===== config.mk =====
export PLATFORM = sky130hd
export DESIGN_NAME = midi_list_navigation_decoder_core_flat
export DESIGN_NICKNAME = d
export VERILOG_FILES = /design/src/rtl/mlnd_pkg.sv /design/src/rtl/mlnd_if.sv /design/src/rtl/midi_list_navigation_decoder_core.sv /design/src/rtl/mlnd_div.sv /design/src/rtl/mlnd_cfg_regs.sv /design/src/rtl/mlnd_seq.sv /design/src/flat_wrapper.sv
export SDC_FILE = /design/constraint.sdc
export NUM_CORES = 1
export LEC_CHECK = 0
export ABC_AREA = 1
export ABC_CLOCK_PERIOD_IN_PS = 8400
export BUFFER_PORTS_ARGS = -buffer_cell sky130_fd_sc_hd__buf_4
export CAP_MARGIN = 20
export CORE_ASPECT_RATIO = 0.9
export CORE_UTILIZATION = 39
export CTS_BUF_LIST = sky130_fd_sc_hd__clkbuf_4 sky130_fd_sc_hd__clkbuf_8 sky130_fd_sc_hd__clkbuf_16
export CTS_CLUSTER_SIZE = 25
export DETAILED_ROUTE_END_ITERATION = 10
export HOLD_SLACK_MARGIN = 0.06
export SETUP_SLACK_MARGIN = 0.1
export SYNTH_ARGS = -nofsm -noshare
export SYNTH_HDL_FRONTEND = slang
export SYNTH_SLANG_ARGS = --single-unit

===== constraint.sdc =====
create_clock -name clk -period 8.4 [get_ports clk]
set_clock_uncertainty 0.15 [all_clocks]
set_input_delay 0.42 -clock clk [delete_from_list [all_inputs] [get_ports clk]]
set_output_delay 0.42 -clock clk [all_outputs]
set_load 0.005 [all_outputs]

===== src/rtl/mlnd_pkg.sv =====
// ----------------------------------------------------------------------------
// mlnd_pkg - shared types and constants
// Codes, configuration layout and divider handshake for the MIDI list
// navigation decoder.
// ----------------------------------------------------------------------------
package mlnd_pkg;

	localparam int SLOT_COUNT = 4;
	localparam int SLOT_W     = (SLOT_COUNT > 1) ? $clog2(SLOT_COUNT) : 1;

	localparam int DIV_STEPS  = 16;
	localparam int DIV_CNT_W  = $clog2(DIV_STEPS);

	localparam logic [3:0]  MSG_NOTE_ON   = 4'h9;
	localparam logic [3:0]  MSG_CONTROL   = 4'hB;
	localparam logic [4:0]  CHAN_ANY      = 5'd16;
	localparam logic [7:0]  UNDEF_CODE    = 8'hFF;
	localparam logic [7:0]  HALF_VALUE    = 8'd64;
	localparam logic [15:0] DIAL_SPAN     = 16'd127;
	localparam logic [16:0] INDEX_DIVISOR = 17'd3;

	// value / 3 as (value * 43) >> 7, exact for 7-bit values
	localparam logic [12:0] THIRD_RECIP   = 13'd43;
	localparam int          THIRD_SHIFT   = 7;

	typedef enum logic [2:0] {
		REG_NOTE_CHANNEL       = 3'd0,
		REG_CONTROLLER_CHANNEL = 3'd1,
		REG_KEY_MAP            = 3'd2,
		REG_SLOT_ZERO          = 3'd3,
		REG_SLOT_ONE           = 3'd4,
		REG_SLOT_TWO           = 3'd5,
		REG_SLOT_THREE         = 3'd6,
		REG_NOTES_MUTED        = 3'd7
	} cfg_reg_t;

	typedef enum logic [1:0] {
		ROLE_NONE   = 2'd0,
		ROLE_SELECT = 2'd1,
		ROLE_PAGE   = 2'd2,
		ROLE_INDEX  = 2'd3
	} role_t;

	typedef enum logic [2:0] {
		KIND_UNKNOWN    = 3'd0,
		KIND_TOGGLE     = 3'd1,
		KIND_MOMENTARY  = 3'd2,
		KIND_CONTINUOUS = 3'd3,
		KIND_ENDLESS    = 3'd4
	} kind_t;

	typedef enum logic [1:0] {
		ACT_NONE = 2'd0,
		ACT_SEND = 2'd1,
		ACT_SET  = 2'd2
	} action_t;

	typedef enum logic [1:0] {
		OP_JUMP  = 2'd0,
		OP_FIRST = 2'd1,
		OP_PAGE  = 2'd2,
		OP_INDEX = 2'd3
	} op_t;

	typedef enum logic [3:0] {
		ST_IDLE,
		ST_DECODE,
		ST_DIV_MAXP,
		ST_DIV_STEP,
		ST_DIV_VAL,
		ST_DIV_IDX,
		ST_MUL,
		ST_CAND,
		ST_DONE
	} state_t;

	typedef struct packed {
		logic [7:0] base;
		logic [2:0] kind;
		logic [1:0] role;
		logic [7:0] number;
	} slot_t;

	typedef struct packed {
		logic [4:0]                   note_channel;
		logic [4:0]                   controller_channel;
		logic [47:0]                  key_map;
		slot_t [SLOT_COUNT-1:0]       slots;
		logic                         notes_muted;
		logic                         key_ok;
	} cfg_t;

	typedef struct packed {
		logic        start;
		logic [15:0] dividend;
		logic [16:0] divisor;
	} div_req_t;

	typedef struct packed {
		logic        done;
		logic [15:0] quotient;
		logic [16:0] remainder;
	} div_rsp_t;

endpackage


===== src/rtl/mlnd_if.sv =====
// ----------------------------------------------------------------------------
// mlnd_if - channel interfaces
// Valid/ready channels for MIDI items, navigation results and register writes.
// ----------------------------------------------------------------------------
interface mlnd_in_if;
	logic        valid;
	logic        ready;
	logic [7:0]  status_byte;
	logic [6:0]  data_one;
	logic [6:0]  data_two;
	logic [15:0] current_position;
	logic [15:0] list_length;
	logic [7:0]  entries_per_page;

	modport source (output valid, status_byte, data_one, data_two, current_position,
		list_length, entries_per_page, input ready);
	modport sink (input valid, status_byte, data_one, data_two, current_position,
		list_length, entries_per_page, output ready);
endinterface

interface mlnd_out_if;
	logic        valid;
	logic        ready;
	logic [1:0]  action;
	logic [15:0] new_position;
	logic        paging_mode;

	modport source (output valid, action, new_position, paging_mode, input ready);
	modport sink (input valid, action, new_position, paging_mode, output ready);
endinterface

interface mlnd_cfg_if;
	logic        valid;
	logic        ready;
	logic [2:0]  index;
	logic [47:0] data;

	modport source (output valid, index, data, input ready);
	modport sink (input valid, index, data, output ready);
endinterface


===== src/rtl/midi_list_navigation_decoder_core.sv =====
// ----------------------------------------------------------------------------
// midi_list_navigation_decoder_core - MIDI list navigation decoder
// Turns note-on and controller messages into list navigation actions.
// ----------------------------------------------------------------------------
// in_ch takes one MIDI message per item with the list's current index,
// length and page size; out_ch returns exactly one result per item: action
// (none, send, set index), the new index and the paging mode after the item.
// cfg_ch writes the eight registers by index; it is always ready and should
// only be used while no item is in flight.
// Messages decided at decode (keys, select controllers, no match) and index
// controllers use no division; page steps and first-key entry picks divide
// once (a step back from the first page ends before the candidate state),
// and a page controller divides four times (twice when the list is shorter
// than one page). All divisions run on the shared 16-step restoring divider,
// which is used up to four times per item.
// in_ch is ready only while the sequencer is idle; one item is in work at a
// time and the next one is taken the cycle after the result is loaded.
// A finished result sits in the output register; if the receiver stalls,
// the sequencer waits with the next result and takes no new item.
// Reset clears the configuration to its defaults, entry stepping mode,
// the dial page and the select controllers' last values.
// ----------------------------------------------------------------------------
module midi_list_navigation_decoder_core import mlnd_pkg::*; (
	input  logic       clk,
	input  logic       arst_n,
	mlnd_in_if.sink    in_ch,
	mlnd_out_if.source out_ch,
	mlnd_cfg_if.sink   cfg_ch
);

	cfg_t     cfg;
	div_req_t div_req;
	div_rsp_t div_rsp;

	mlnd_cfg_regs u_cfg (
		.clk    (clk),
		.arst_n (arst_n),
		.cfg_ch (cfg_ch),
		.cfg    (cfg)
	);

	mlnd_seq u_seq (
		.clk     (clk),
		.arst_n  (arst_n),
		.in_ch   (in_ch),
		.out_ch  (out_ch),
		.cfg     (cfg),
		.div_req (div_req),
		.div_rsp (div_rsp)
	);

	mlnd_div u_div (
		.clk    (clk),
		.arst_n (arst_n),
		.req    (div_req),
		.rsp    (div_rsp)
	);

endmodule


===== src/rtl/mlnd_div.sv =====
// ----------------------------------------------------------------------------
// mlnd_div - shared restoring divider
// One quotient bit per cycle; 16-bit dividend, 17-bit divisor.
// ----------------------------------------------------------------------------
module mlnd_div import mlnd_pkg::*; (
	input  logic     clk,
	input  logic     arst_n,
	input  div_req_t req,
	output div_rsp_t rsp
);

	logic                 busy_q;
	logic                 done_q;
	logic [DIV_CNT_W-1:0] cnt_q;
	logic [15:0]          quo_q;
	logic [16:0]          rem_q;
	logic [16:0]          dvs_q;

	logic        start;
	logic [17:0] trial;
	logic [17:0] diff;
	logic        fits;

	assign start = req.start && !busy_q && !done_q;
	assign trial = {rem_q, quo_q[15]};
	assign diff  = trial - {1'b0, dvs_q};
	assign fits  = (trial >= {1'b0, dvs_q});

	always_ff @(posedge clk or negedge arst_n) begin
		if (!arst_n) begin
			busy_q <= 1'b0;
			done_q <= 1'b0;
		end else begin
			done_q <= 1'b0;
			if (start) begin
				busy_q <= 1'b1;
			end else if (busy_q && cnt_q == DIV_CNT_W'(DIV_STEPS - 1)) begin
				busy_q <= 1'b0;
				done_q <= 1'b1;
			end
		end
	end

	always_ff @(posedge clk) begin
		if (start) begin
			cnt_q <= '0;
			quo_q <= req.dividend;
			rem_q <= '0;
			dvs_q <= req.divisor;
		end else if (busy_q) begin
			cnt_q <= cnt_q + DIV_CNT_W'(1);
			quo_q <= {quo_q[14:0], fits};
			rem_q <= fits ? diff[16:0] : trial[16:0];
		end
	end

	assign rsp.done      = done_q;
	assign rsp.quotient  = quo_q;
	assign rsp.remainder = rem_q;

endmodule


===== src/rtl/mlnd_cfg_regs.sv =====
// ----------------------------------------------------------------------------
// mlnd_cfg_regs - configuration register file
// Holds channels, key map and controller slots; checks the key map.
// ----------------------------------------------------------------------------
module mlnd_cfg_regs import mlnd_pkg::*; (
	input  logic            clk,
	input  logic            arst_n,
	mlnd_cfg_if.sink        cfg_ch,
	output cfg_t            cfg
);

	logic [4:0]             note_chan_q;
	logic [4:0]             ctrl_chan_q;
	logic [47:0]            key_map_q;
	slot_t [SLOT_COUNT-1:0] slot_q;
	logic                   muted_q;

	logic [2:0] slot_pos;
	logic       key_ok;
	logic [7:0] k_sel;
	logic [7:0] k_prv;
	logic [7:0] k_nxt;
	logic [7:0] k_fst;

	assign cfg_ch.ready = 1'b1;
	assign slot_pos     = cfg_ch.index - REG_SLOT_ZERO;

	always_ff @(posedge clk or negedge arst_n) begin
		if (!arst_n) begin
			note_chan_q <= CHAN_ANY;
			ctrl_chan_q <= CHAN_ANY;
			key_map_q   <= {6{UNDEF_CODE}};
			for (int i = 0; i < SLOT_COUNT; i++) begin
				slot_q[i] <= slot_t'(21'd255);
			end
			muted_q     <= 1'b0;
		end else if (cfg_ch.valid) begin
			case (cfg_ch.index)
				REG_NOTE_CHANNEL:       note_chan_q <= cfg_ch.data[4:0];
				REG_CONTROLLER_CHANNEL: ctrl_chan_q <= cfg_ch.data[4:0];
				REG_KEY_MAP:            key_map_q   <= cfg_ch.data;
				REG_SLOT_ZERO, REG_SLOT_ONE, REG_SLOT_TWO, REG_SLOT_THREE: begin
					for (int i = 0; i < SLOT_COUNT; i++) begin
						if (slot_pos == 3'(i)) begin
							slot_q[i] <= slot_t'(cfg_ch.data[20:0]);
						end
					end
				end
				REG_NOTES_MUTED:        muted_q     <= cfg_ch.data[0];
				default: ;
			endcase
		end
	end

	assign k_sel = key_map_q[7:0];
	assign k_prv = key_map_q[31:24];
	assign k_nxt = key_map_q[39:32];
	assign k_fst = key_map_q[47:40];

	// first key must sit above every other defined key
	always_comb begin
		key_ok = (k_sel != UNDEF_CODE) && (k_prv != k_nxt) &&
			!(k_prv == UNDEF_CODE && k_nxt == UNDEF_CODE && k_fst == UNDEF_CODE);
		if (k_fst != UNDEF_CODE) begin
			for (int k = 0; k < 5; k++) begin
				if (key_map_q[8*k +: 8] != UNDEF_CODE && k_fst <= key_map_q[8*k +: 8]) begin
					key_ok = 1'b0;
				end
			end
		end
	end

	assign cfg.note_channel       = note_chan_q;
	assign cfg.controller_channel = ctrl_chan_q;
	assign cfg.key_map            = key_map_q;
	assign cfg.slots              = slot_q;
	assign cfg.notes_muted        = muted_q;
	assign cfg.key_ok             = key_ok;

endmodule


===== src/rtl/mlnd_seq.sv =====
// ----------------------------------------------------------------------------
// mlnd_seq - navigation sequencer
// Decodes one MIDI item, drives the shared divider through the page and
// index arithmetic, and holds the result register.
// ----------------------------------------------------------------------------
module mlnd_seq import mlnd_pkg::*; (
	input  logic     clk,
	input  logic     arst_n,
	mlnd_in_if.sink  in_ch,
	mlnd_out_if.source out_ch,
	input  cfg_t     cfg,
	output div_req_t div_req,
	input  div_rsp_t div_rsp
);

	state_t state_q, state_d;

	// item registers
	logic [7:0]  status_q;
	logic [6:0]  d1_q;
	logic [6:0]  d2_q;
	logic [15:0] idx_q;
	logic [15:0] size_q;
	logic [7:0]  ps_q;

	// navigation state
	logic        flag_q;
	logic [15:0] dial_page_q;
	logic [7:0]  last_q [SLOT_COUNT];

	// working registers
	op_t         op_q;
	logic        dec_q;
	logic [6:0]  inc_q;
	logic [15:0] quo_q;
	logic [7:0]  rem_q;
	logic [15:0] maxp_q;
	logic [6:0]  step_q;
	logic [7:0]  off_q;
	logic [24:0] prod_q;
	action_t     act_q;
	logic [15:0] pos_q;

	// result register
	logic        out_valid_q;
	action_t     out_act_q;
	logic [15:0] out_pos_q;
	logic        out_mode_q;

	// decode
	logic [4:0]        chan;
	logic              note_hit;
	logic              cc_hit;
	logic [7:0]        note;
	logic [7:0]        k_sel, k_page, k_index, k_prv, k_nxt, k_fst;
	logic              is_first;
	logic [7:0]        first_diff;
	logic              idx_inc_ok;
	logic              slot_found;
	logic [SLOT_W-1:0] slot_idx;
	slot_t             cur_slot;
	logic [7:0]        last_val;
	logic              sel_fire;

	// control from the state machine
	logic        fin;
	action_t     fin_act;
	logic [15:0] fin_pos;
	logic        flag_we;
	logic        flag_d;
	logic        last_we;
	logic        op_we;
	op_t         op_d;
	logic        dec_d;
	logic [6:0]  inc_d;
	logic        out_load;

	// datapath
	logic [16:0] mul_a;
	logic [24:0] prod_d;
	logic [7:0]  addend;
	logic [24:0] cand;
	logic [15:0] size_m1;
	logic [7:0]  ps_m1;
	logic [12:0] third_prod;
	logic [7:0]  third;
	logic [7:0]  off_d;

	assign chan     = {1'b0, status_q[3:0]};
	assign note     = {1'b0, d1_q};
	assign k_sel    = cfg.key_map[7:0];
	assign k_page   = cfg.key_map[15:8];
	assign k_index  = cfg.key_map[23:16];
	assign k_prv    = cfg.key_map[31:24];
	assign k_nxt    = cfg.key_map[39:32];
	assign k_fst    = cfg.key_map[47:40];

	assign note_hit = !cfg.notes_muted && status_q[7:4] == MSG_NOTE_ON &&
		(cfg.note_channel == CHAN_ANY || cfg.note_channel == chan) && cfg.key_ok;
	assign cc_hit   = status_q[7:4] == MSG_CONTROL &&
		(cfg.controller_channel == CHAN_ANY || cfg.controller_channel == chan);

	assign is_first   = (k_fst != UNDEF_CODE) && (note >= k_fst);
	assign first_diff = note - k_fst;
	assign idx_inc_ok = ({1'b0, idx_q} + 17'd1) < {1'b0, size_q};

	// lowest numbered matching slot wins
	always_comb begin
		slot_found = 1'b0;
		slot_idx   = '0;
		for (int i = SLOT_COUNT - 1; i >= 0; i--) begin
			if (cfg.slots[i].role != ROLE_NONE && cfg.slots[i].number == note) begin
				slot_found = 1'b1;
				slot_idx   = SLOT_W'(i);
			end
		end
	end

	assign cur_slot = cfg.slots[slot_idx];
	assign last_val = last_q[slot_idx];

	always_comb begin
		case (cur_slot.kind)
			KIND_TOGGLE:     sel_fire = 1'b1;
			KIND_MOMENTARY:  sel_fire = ({1'b0, d2_q} != cur_slot.base);
			KIND_CONTINUOUS,
			KIND_ENDLESS:    sel_fire = (last_val < HALF_VALUE) != ({1'b0, d2_q} < HALF_VALUE);
			default:         sel_fire = 1'b0;
		endcase
	end

	// index controller offset: value / 3, capped to the last entry of a page
	assign third_prod = {6'd0, d2_q} * THIRD_RECIP;
	assign third      = 8'(third_prod >> THIRD_SHIFT);
	assign off_d      = (third > ps_m1) ? ps_m1 : third;

	// multiplier and candidate
	always_comb begin
		case (op_q)
			OP_JUMP:  mul_a = dec_q ? ({1'b0, quo_q} - 17'd1) : ({1'b0, quo_q} + {10'd0, inc_q});
			OP_FIRST: mul_a = {1'b0, quo_q};
			default:  mul_a = {1'b0, dial_page_q};
		endcase
		case (op_q)
			OP_FIRST: addend = {1'b0, inc_q};
			OP_INDEX: addend = off_q;
			default:  addend = rem_q;
		endcase
	end

	assign prod_d  = mul_a * ps_q;
	assign cand    = prod_q + {17'd0, addend};
	assign size_m1 = size_q - 16'd1;
	assign ps_m1   = ps_q - 8'd1;

	always_comb begin
		state_d  = state_q;
		fin      = 1'b0;
		fin_act  = ACT_NONE;
		fin_pos  = '0;
		flag_we  = 1'b0;
		flag_d   = flag_q;
		last_we  = 1'b0;
		op_we    = 1'b0;
		op_d     = op_q;
		dec_d    = 1'b0;
		inc_d    = 7'd1;
		out_load = 1'b0;
		div_req  = '0;
		case (state_q)
			ST_IDLE: begin
				if (in_ch.valid) state_d = ST_DECODE;
			end
			ST_DECODE: begin
				if (note_hit) begin
					if (note == k_sel) begin
						fin     = 1'b1;
						fin_act = ACT_SEND;
					end else if (note == k_page) begin
						fin     = 1'b1;
						flag_we = 1'b1;
						flag_d  = (note == k_index || k_index == UNDEF_CODE) ? !flag_q : 1'b1;
					end else if (note == k_index) begin
						fin     = 1'b1;
						flag_we = 1'b1;
						flag_d  = (k_page == UNDEF_CODE) ? !flag_q : 1'b0;
					end else if (note == k_prv) begin
						if (flag_q) begin
							op_we   = 1'b1;
							op_d    = OP_JUMP;
							dec_d   = 1'b1;
							state_d = ST_DIV_IDX;
						end else begin
							fin = 1'b1;
							if (idx_q != 16'd0) begin
								fin_act = ACT_SET;
								fin_pos = idx_q - 16'd1;
							end
						end
					end else if (note == k_nxt) begin
						if (flag_q) begin
							op_we   = 1'b1;
							op_d    = OP_JUMP;
							state_d = ST_DIV_IDX;
						end else begin
							fin = 1'b1;
							if (idx_inc_ok) begin
								fin_act = ACT_SET;
								fin_pos = idx_q + 16'd1;
							end
						end
					end else if (is_first) begin
						inc_d = first_diff[6:0];
						if (flag_q) begin
							if (first_diff == 8'd0) begin
								fin = 1'b1;
							end else begin
								op_we   = 1'b1;
								op_d    = OP_JUMP;
								state_d = ST_DIV_IDX;
							end
						end else if (size_q == 16'd0) begin
							fin = 1'b1;
						end else begin
							op_we   = 1'b1;
							op_d    = OP_FIRST;
							state_d = ST_DIV_IDX;
						end
					end else begin
						fin = 1'b1;
					end
				end else if (cc_hit && slot_found) begin
					if (cur_slot.role == ROLE_SELECT) begin
						fin     = 1'b1;
						last_we = 1'b1;
						fin_act = sel_fire ? ACT_SEND : ACT_NONE;
					end else if (size_q == 16'd0) begin
						fin = 1'b1;
					end else if (cur_slot.role == ROLE_PAGE) begin
						op_we   = 1'b1;
						op_d    = OP_PAGE;
						state_d = ST_DIV_MAXP;
					end else begin
						op_we   = 1'b1;
						op_d    = OP_INDEX;
						state_d = ST_MUL;
					end
				end else begin
					fin = 1'b1;
				end
			end
			ST_DIV_MAXP: begin
				div_req.start    = 1'b1;
				div_req.dividend = size_q;
				div_req.divisor  = {9'd0, ps_q};
				if (div_rsp.done) begin
					state_d = (div_rsp.quotient == 16'd0) ? ST_DIV_IDX : ST_DIV_STEP;
				end
			end
			ST_DIV_STEP: begin
				div_req.start    = 1'b1;
				div_req.dividend = DIAL_SPAN;
				div_req.divisor  = {1'b0, maxp_q} + 17'd1;
				if (div_rsp.done) state_d = ST_DIV_VAL;
			end
			ST_DIV_VAL: begin
				div_req.start    = 1'b1;
				div_req.dividend = {9'd0, d2_q};
				div_req.divisor  = {10'd0, step_q};
				if (div_rsp.done) state_d = ST_DIV_IDX;
			end
			ST_DIV_IDX: begin
				div_req.start    = 1'b1;
				div_req.dividend = idx_q;
				div_req.divisor  = {9'd0, ps_q};
				if (div_rsp.done) state_d = ST_MUL;
			end
			ST_MUL: begin
				// stepping back from the first page goes nowhere
				if (op_q == OP_JUMP && dec_q && quo_q == 16'd0) fin = 1'b1;
				else state_d = ST_CAND;
			end
			ST_CAND: begin
				fin = 1'b1;
				if (op_q == OP_JUMP) begin
					if (cand < {9'd0, size_q}) begin
						fin_act = ACT_SET;
						fin_pos = cand[15:0];
					end
				end else begin
					fin_act = ACT_SET;
					fin_pos = (cand > {9'd0, size_m1}) ? size_m1 : cand[15:0];
				end
			end
			ST_DONE: begin
				if (!out_valid_q || out_ch.ready) begin
					out_load = 1'b1;
					state_d  = ST_IDLE;
				end
			end
			default: state_d = ST_IDLE;
		endcase
		if (fin) state_d = ST_DONE;
	end

	always_ff @(posedge clk or negedge arst_n) begin
		if (!arst_n) begin
			state_q <= ST_IDLE;
		end else begin
			state_q <= state_d;
		end
	end

	always_ff @(posedge clk or negedge arst_n) begin
		if (!arst_n) begin
			flag_q      <= 1'b0;
			dial_page_q <= '0;
			for (int i = 0; i < SLOT_COUNT; i++) begin
				last_q[i] <= UNDEF_CODE;
			end
			out_valid_q <= 1'b0;
		end else begin
			if (flag_we) flag_q <= flag_d;
			if (last_we) last_q[slot_idx] <= {1'b0, d2_q};
			if (div_rsp.done) begin
				if (state_q == ST_DIV_MAXP && div_rsp.quotient == 16'd0) begin
					dial_page_q <= '0;
				end
				if (state_q == ST_DIV_VAL && op_q == OP_PAGE) begin
					dial_page_q <= (div_rsp.quotient > maxp_q) ? maxp_q : div_rsp.quotient;
				end
			end
			if (out_load) out_valid_q <= 1'b1;
			else if (out_ch.ready) out_valid_q <= 1'b0;
		end
	end

	always_ff @(posedge clk) begin
		if (state_q == ST_IDLE && in_ch.valid) begin
			status_q <= in_ch.status_byte;
			d1_q     <= in_ch.data_one;
			d2_q     <= in_ch.data_two;
			idx_q    <= in_ch.current_position;
			size_q   <= in_ch.list_length;
			ps_q     <= (in_ch.entries_per_page == 8'd0) ? 8'd1 : in_ch.entries_per_page;
		end
		if (op_we) begin
			op_q  <= op_d;
			dec_q <= dec_d;
			inc_q <= inc_d;
		end
		if (state_q == ST_DECODE) off_q <= off_d;
		if (div_rsp.done) begin
			case (state_q)
				ST_DIV_MAXP: maxp_q <= div_rsp.quotient;
				ST_DIV_STEP: step_q <= (div_rsp.quotient == 16'd0) ? 7'd1 : div_rsp.quotient[6:0];
				ST_DIV_IDX: begin
					quo_q <= div_rsp.quotient;
					rem_q <= div_rsp.remainder[7:0];
				end
				default: ;
			endcase
		end
		if (state_q == ST_MUL) prod_q <= prod_d;
		if (fin) begin
			act_q <= fin_act;
			pos_q <= fin_pos;
		end
		if (out_load) begin
			out_act_q  <= act_q;
			out_pos_q  <= pos_q;
			out_mode_q <= flag_q;
		end
	end

	assign in_ch.ready         = (state_q == ST_IDLE);
	assign out_ch.valid        = out_valid_q;
	assign out_ch.action       = out_act_q;
	assign out_ch.new_position = out_pos_q;
	assign out_ch.paging_mode  = out_mode_q;

endmodule


===== src/flat_wrapper.sv =====
// flat-port wrapper written by rule: the top's interface ports become plain ports
module midi_list_navigation_decoder_core_flat import mlnd_pkg::*;
  (clk, arst_n, in_ch_valid, in_ch_status_byte, in_ch_data_one, in_ch_data_two, in_ch_current_position, in_ch_list_length, in_ch_entries_per_page, in_ch_ready, out_ch_valid, out_ch_action, out_ch_new_position, out_ch_paging_mode, out_ch_ready, cfg_ch_valid, cfg_ch_index, cfg_ch_data, cfg_ch_ready);
  mlnd_in_if in_ch_i ();
  mlnd_out_if out_ch_i ();
  mlnd_cfg_if cfg_ch_i ();
  input  logic clk;
  input  logic arst_n;
  input wire logic [$bits(in_ch_i.valid)-1:0] in_ch_valid;
  input wire logic [$bits(in_ch_i.status_byte)-1:0] in_ch_status_byte;
  input wire logic [$bits(in_ch_i.data_one)-1:0] in_ch_data_one;
  input wire logic [$bits(in_ch_i.data_two)-1:0] in_ch_data_two;
  input wire logic [$bits(in_ch_i.current_position)-1:0] in_ch_current_position;
  input wire logic [$bits(in_ch_i.list_length)-1:0] in_ch_list_length;
  input wire logic [$bits(in_ch_i.entries_per_page)-1:0] in_ch_entries_per_page;
  output wire logic [$bits(in_ch_i.ready)-1:0] in_ch_ready;
  output wire logic [$bits(out_ch_i.valid)-1:0] out_ch_valid;
  output wire logic [$bits(out_ch_i.action)-1:0] out_ch_action;
  output wire logic [$bits(out_ch_i.new_position)-1:0] out_ch_new_position;
  output wire logic [$bits(out_ch_i.paging_mode)-1:0] out_ch_paging_mode;
  input wire logic [$bits(out_ch_i.ready)-1:0] out_ch_ready;
  input wire logic [$bits(cfg_ch_i.valid)-1:0] cfg_ch_valid;
  input wire logic [$bits(cfg_ch_i.index)-1:0] cfg_ch_index;
  input wire logic [$bits(cfg_ch_i.data)-1:0] cfg_ch_data;
  output wire logic [$bits(cfg_ch_i.ready)-1:0] cfg_ch_ready;
  assign in_ch_i.valid = in_ch_valid;
  assign in_ch_i.status_byte = in_ch_status_byte;
  assign in_ch_i.data_one = in_ch_data_one;
  assign in_ch_i.data_two = in_ch_data_two;
  assign in_ch_i.current_position = in_ch_current_position;
  assign in_ch_i.list_length = in_ch_list_length;
  assign in_ch_i.entries_per_page = in_ch_entries_per_page;
  assign in_ch_ready = in_ch_i.ready;
  assign out_ch_valid = out_ch_i.valid;
  assign out_ch_action = out_ch_i.action;
  assign out_ch_new_position = out_ch_i.new_position;
  assign out_ch_paging_mode = out_ch_i.paging_mode;
  assign out_ch_i.ready = out_ch_ready;
  assign cfg_ch_i.valid = cfg_ch_valid;
  assign cfg_ch_i.index = cfg_ch_index;
  assign cfg_ch_i.data = cfg_ch_data;
  assign cfg_ch_ready = cfg_ch_i.ready;
  midi_list_navigation_decoder_core u_core (.clk(clk), .arst_n(arst_n), .in_ch(in_ch_i), .out_ch(out_ch_i), .cfg_ch(cfg_ch_i));
endmodule

* Word level (Yosys, flattened, before mapping)
Index checks and enable logic that the tools add are counted.
** Cells by class
- $add $sub $neg :: 13
- Multiply operators :: 2
- Magnitude comparators :: 17
- Equality and inequality tests :: 82
- Mux-type cells :: 154
- Bitwise gates (word level) :: 6
- Reduce and logical (&&, ||, !) cells :: 77
** Operators by type and width (count)
- $mux 16 :: 18
- $pmux 34 s4 :: 1
- $mux 4 :: 22
- $mux 1 :: 63
- $mux 2 :: 30
- $ne 8x8->1 const B :: 7
- $logic_not 16->1 :: 3
- $bmux 21 s2 :: 1
- $eq 7x8->1 :: 5
- $eq 8x8->1 const B :: 5
- $le 8x8->1 :: 5
- $pmux 4 s9 :: 1
- $add 16x1->17 const B :: 2
- $mux 17 :: 2
- $pmux 17 s2 :: 1
- $bwmux 32 :: 1
- $eq 8x7->1 :: 4
- $pmux 16 s2 :: 1
- $sub 16x1->16 const B :: 2
- $logic_and 1x1->1 :: 28
- $add 25x8->25 :: 1
- $gt 25x16->1 :: 1
- $lt 25x16->1 :: 1
- $mul 17x8->25 :: 1
- other kinds (69) :: 145
** Word-level totals
- Register bits :: 442
- Output and inout port bits :: 22
- Logic and storage cells :: 406

* Longest topological paths before layout
- Depth in word-level cells :: 18
- Mapped depth :: 38
- Depth with buffers taken out :: 38

* Cells and area by module
A second synthesis with hierarchy kept.
** Second synthesis, totals
- Cells, all modules :: 3892
- Area total of the unflattened synthesis :: 31403.9 um^2
** Modules (own cells, without submodules)
- mlnd_seq :: instances 1, cells an instance 2728, area an instance 21316.7 um^2
- mlnd_cfg_regs :: instances 1, cells an instance 706, area an instance 6603.8 um^2
- mlnd_div :: instances 1, cells an instance 458, area an instance 3483.3 um^2

* Least setup slack after synthesis
No wires, ideal clock.
- Path kind :: register -> register
- From :: register u_core.u_seq.dec_q
- To :: register u_core.u_seq.prod_q[23], data pin
- Setup time :: 0.256 ns
- Data arrival time :: 6.336 ns
- Data required time :: 7.994 ns
- Slack :: 1.658 ns
- Cell stages (with the launch flop) :: 31
- Path buffers :: 1
- Clock period less this slack :: 6.742 ns
- Cell sequence :: edfxtp_1 -> inv_1 -> clkbuf_1 -> nand2_1 -> ha_1 -> fa_1 -> inv_1 -> a21oi_1 -> o21ai_1 -> inv_1 -> o21bai_1 -> nand2_1 -> a21oi_1 -> xor2_1 -> o221ai_1 -> or2_2 -> fa_1 -> inv_1 -> fa_1 -> fa_1 -> inv_1 -> fa_1 -> inv_1 -> ha_1 -> a21oi_1 -> o21ai_1 -> a21boi_0 -> o21ai_1 -> and2_1 -> o21bai_1 -> nand2_1
** Between the ends
- Cells in the longest elaborated chain, start to end :: 3
** RTL lines
- start, declared :: line mlnd_seq.sv:33 : logic dec_q;
- start signal, assigned :: line mlnd_seq.sv:349 : dec_q <= dec_d;
- $mux 17 :: line mlnd_seq.sv:140 : OP_JUMP: mul_a = dec_q ? ({1'b0, quo_q} - 17'd1) : ({1'b0, quo_q} + {10'd0, inc_q});
- $pmux 17 s2 :: line mlnd_seq.sv:139 : case (op_q)
- $mul 17x8->25 :: line mlnd_seq.sv:151 : assign prod_d = mul_a * ps_q;
- via u_core.u_seq.prod_d[23] :: line mlnd_seq.sv:80 : logic [24:0] prod_d;
- end signal, assigned :: line mlnd_seq.sv:364 : if (state_q == ST_MUL) prod_q <= prod_d;
- end, declared :: line mlnd_seq.sv:40 : logic [24:0] prod_q;
The timed path passes the listed nets, and every way through them passes these cells.
A chain may end at the register's enable or synchronous reset.

* Worst setup path in the final report
- From :: register u_core.u_seq.inc_q[1]
- To :: register u_core.u_seq.prod_q[24], data pin
** Between the ends
- Cells in the longest elaborated chain, start to end :: 4
** RTL lines
- start, declared :: line mlnd_seq.sv:34 : logic [6:0] inc_q;
- start signal, assigned :: line mlnd_seq.sv:350 : inc_q <= inc_d;
- $add 16x7->17 :: line mlnd_seq.sv:140
- $mux 17 :: line mlnd_seq.sv:140
- $pmux 17 s2 :: line mlnd_seq.sv:139
- $mul 17x8->25 :: line mlnd_seq.sv:151
- via u_core.u_seq.prod_d[24] :: line mlnd_seq.sv:80
The timed path passes the listed nets, and every way through them passes these cells.

==> reports/metrics.csv <==
metric;value;unit
status;finished, final reports clean;
CP required;8.60;ns
syn avg cell area;8.15;sq um
pin count of the biggest net entering global routing;96;
register area share after synthesis;0.380;
mux cell area share after synthesis;0.000370;
Die Ht;267;microns
post-cts gate resize count;0;
Final Setup Violations;0;
GRT Util Overall;0.234;
simple-gate share of the synthesized area;0.213;
top_reg_cell synth;edfxtp_1;
Unique masters post-synth;70;
initial antenna violation count;2;
max-slew violations;0;
vias in the first global route;24800;
Fmax achieved;0.130;GHz
design area;0.0353;sq mm
RePlAce Congestion;0.942;
Post-Syn Instances;3738;
layout cell share with drive strength beyond 1;0.104;
Crit Path Max Fanout;8;
async set-or-reset flop fraction in the synthesized netlist;0.419;
clock buffer depth;3;
die footprint;0.0792;sq mm
VDD IR max;0.202;mV
die outline width;297;microns
Inserted Clock Buffers;49;
worst-skew pair later-pin latency;0.64;ns
post-synthesis xor/xnor area fraction;0.0368;
hold crit path type;in2reg;
fin crit share;0.914;
Setup Buffers After CTS;0;
htree depth;2;
Vias/cell;5.14;
most common cell after layout, fill and taps aside;nand2_1;
largest family of logic cells by synthesized area;simple AND/OR/NAND/NOR gates;
Root Driver;clkbuf_16;
Tmin final;7.68;ns
Setup crit end kind;flop;
Max-cap violations;0;
# rows;96;
Fin. Hold Viols;0;
most frequent cells in the layout;nand2_1 (806), inv_1 (563), nor2_1 (384), ha_1 (240), o21ai_0 (235);
Tightest Pin Transition;1.00;ns
total wire length;91.4;mm
TritonCTS clock tree;yes;
floorplan core area;0.0768;sq mm
first-pass GRT wire length;143;mm
routed via count;25900;
antenna viol nets, final;0;
Worst Setup Path Type;reg2reg;
HPWL Detailed;69.5;mm
port buffer count;138;
Synth Area in Compound Gates;0.117;
GRT overflow;0;
Hold-fix buffers, CTS;111;
initial DRC count;2255;
Synth Cell Area;0.0304;sq mm
Post-DP Area;0.0325;sq mm
# DRC;0;
YS warnings;0;
NumNets Final;4415;
leak pwr;16.4;nW
Setup TNS Final;0;ns
Yosys reg bits;418;
Power Density;305;mW/mm^2
Post-Synth Adder-Cell Area;0.164;
clock sink count;418;
RSZ-0062 raised after global routing;false;
Slew Limit Headroom;0.331;
IO Pins;140;
CP max-delay cell;o221ai_1;
Critical Path AT;7.88;ns
Initial Util;0.397;
DR WL/cell;18.2;microns
crit-path max cell delay;0.66;ns
Layout area overhead;16.0;%
total iterations of the first detailed-routing run;6;
crit start category;flop;
register clock-pin slew on the reported worst setup and hold paths;0.06;ns
EDFF count, synth;222;
==> synth_stat cells, drive strengths merged, types with 63 or more instances <==
cell	count	area [sq um]
clkbuf	83	312
ha	240	3000
nand2	826	3190
a21oi	228	1170
edfxtp	222	6670
nor3	63	352
nand4	65	407
nand3	146	758
dfrtp	85	2130
inv	578	2200
nor2	398	1530
dfstp	90	2360
fa	100	2000
xor2	87	762
o21ai	258	1300
==> path summary, 6_finish.rpt <==
check | start | endpoint | slack [ns] | depth (start not counted)
max | u_core.u_seq.inc_q[1]$_SDFFCE_PP0P_ | u_core.u_seq.prod_q[24]$_DFFE_PP_ | 0.72 | 30
min | cfg_ch_data[0] | u_core.u_cfg.note_chan_q[0]$_DFFE_PN0P_ | 0.08 | 3
max reg2reg | u_core.u_seq.inc_q[1]$_SDFFCE_PP0P_ | u_core.u_seq.prod_q[24]$_DFFE_PP_ | 0.72 | 30
min reg2reg | u_core.u_seq.pos_q[2]$_SDFFCE_PN0P_ | u_core.u_seq.out_ch.new_position[2]$_DFFE_PP_ | 0.27 | 0
max in group asynchronous | arst_n | u_core.u_div.busy_q$_DFFE_PN0P_ | 5.90 | 4
min in group asynchronous | arst_n | u_core.u_cfg.cfg[39]$_DFFE_PN0P_ | 0.18 | 2
==> worst max-delay path: cells and delay by family, from the launching register on <==
family | cells | cell delay, ns
adder cells (fa/ha/maj) | 6 | 2.83
buffers and inverters | 3 | 0.17
AND/OR/NAND/NOR | 10 | 1.26
XOR/XNOR | 2 | 0.28
flip-flops | 1 | 0.41
AO/OA/AOI/OAI | 9 | 2.29
==> routing by layer <==
metal	up-vias	share of wire	routed length (microns)	GRT usage
met5	-	0	0	0
met3	102	0.073	6700	0.0399
li1	12700	-	-	-
met2	784	0.44	40000	0.358
met1	12200	0.47	42900	0.340
met4	0	0.020	1850	0.0557
==> report_power, final <==
group	leakage [nW]	internal, W	total (W)	switching [W]
Clock	0.849	0.00131	0.00226	0.000947
Combinational	11.3	0.00193	0.00509	0.00316
Sequential	4.29	0.00293	0.00344	0.000514
Total	16.4	0.00617	0.0108	0.00462
==> sequential cells by signal (all words and copies together) (netlist names), 8 cells and up <==
signal,count
u_core.u_seq.last_q,8
u_core.u_seq.prod_q,25
u_core.u_seq.off_q,8
u_core.u_div.quo_q,16
u_core.u_div.rem_q,17
u_core.u_seq.out_ch.new_position,16
u_core.u_seq.size_q,16
u_core.u_seq.maxp_q,16
u_core.u_cfg.key_map_q,48
u_core.u_seq.dial_page_q,16
u_core.u_seq.idx_q,16
u_core.u_seq.rem_q,8
u_core.u_cfg.cfg,84
u_core.u_seq.status_q,8
u_core.u_seq.quo_q,16
u_core.u_div.dvs_q,17
u_core.u_seq.ps_q,8
u_core.u_seq.pos_q,16
==> logic make-up after synthesis <==
kind of cell | after synthesis
and+or+nand+nor | 1536
AOI/OAI and AO/OA | 629
muxes | 1
buffers and inverters | 684
adders and majority gates | 340
DFF | 418
xor gates and xnor gates | 128
other | 2
==> final cells by class <==
type / instances / area, sq um
flip-flops and latches: 418 / 11600
multi-input cells: 2637 / 16200
diodes: 1 / 2.50
fillers: 7566 / 41400
clock buffers: 67 / 1410
inverters: 581 / 2210
well taps: 1029 / 1290
clock inverters: 24 / 303
repair buffers: 270 / 2320
==> stage by stage <==
stage | hold slack, ns | setup slack [ns] | power (W) | util | cells
3_5_place_dp | 0.255 | 0.817 | 0.00844 | 0.423 | 4823
6_report | 0.0760 | 0.718 | 0.0108 | 0.460 | 5027
2_1_floorplan | -0.0256 | 1.66 | 0.00698 | - | 3739
4_1_cts | 0.0697 | 0.808 | 0.0108 | 0.460 | 5025
5_1_grt | 0.0864 | 0.298 | 0.0117 | 0.460 | 5026
3_3_place_gp | 0.255 | 0.992 | 0.00837 | 0.423 | 4823
No activity file was read; power rests on OpenSTA's default activity.
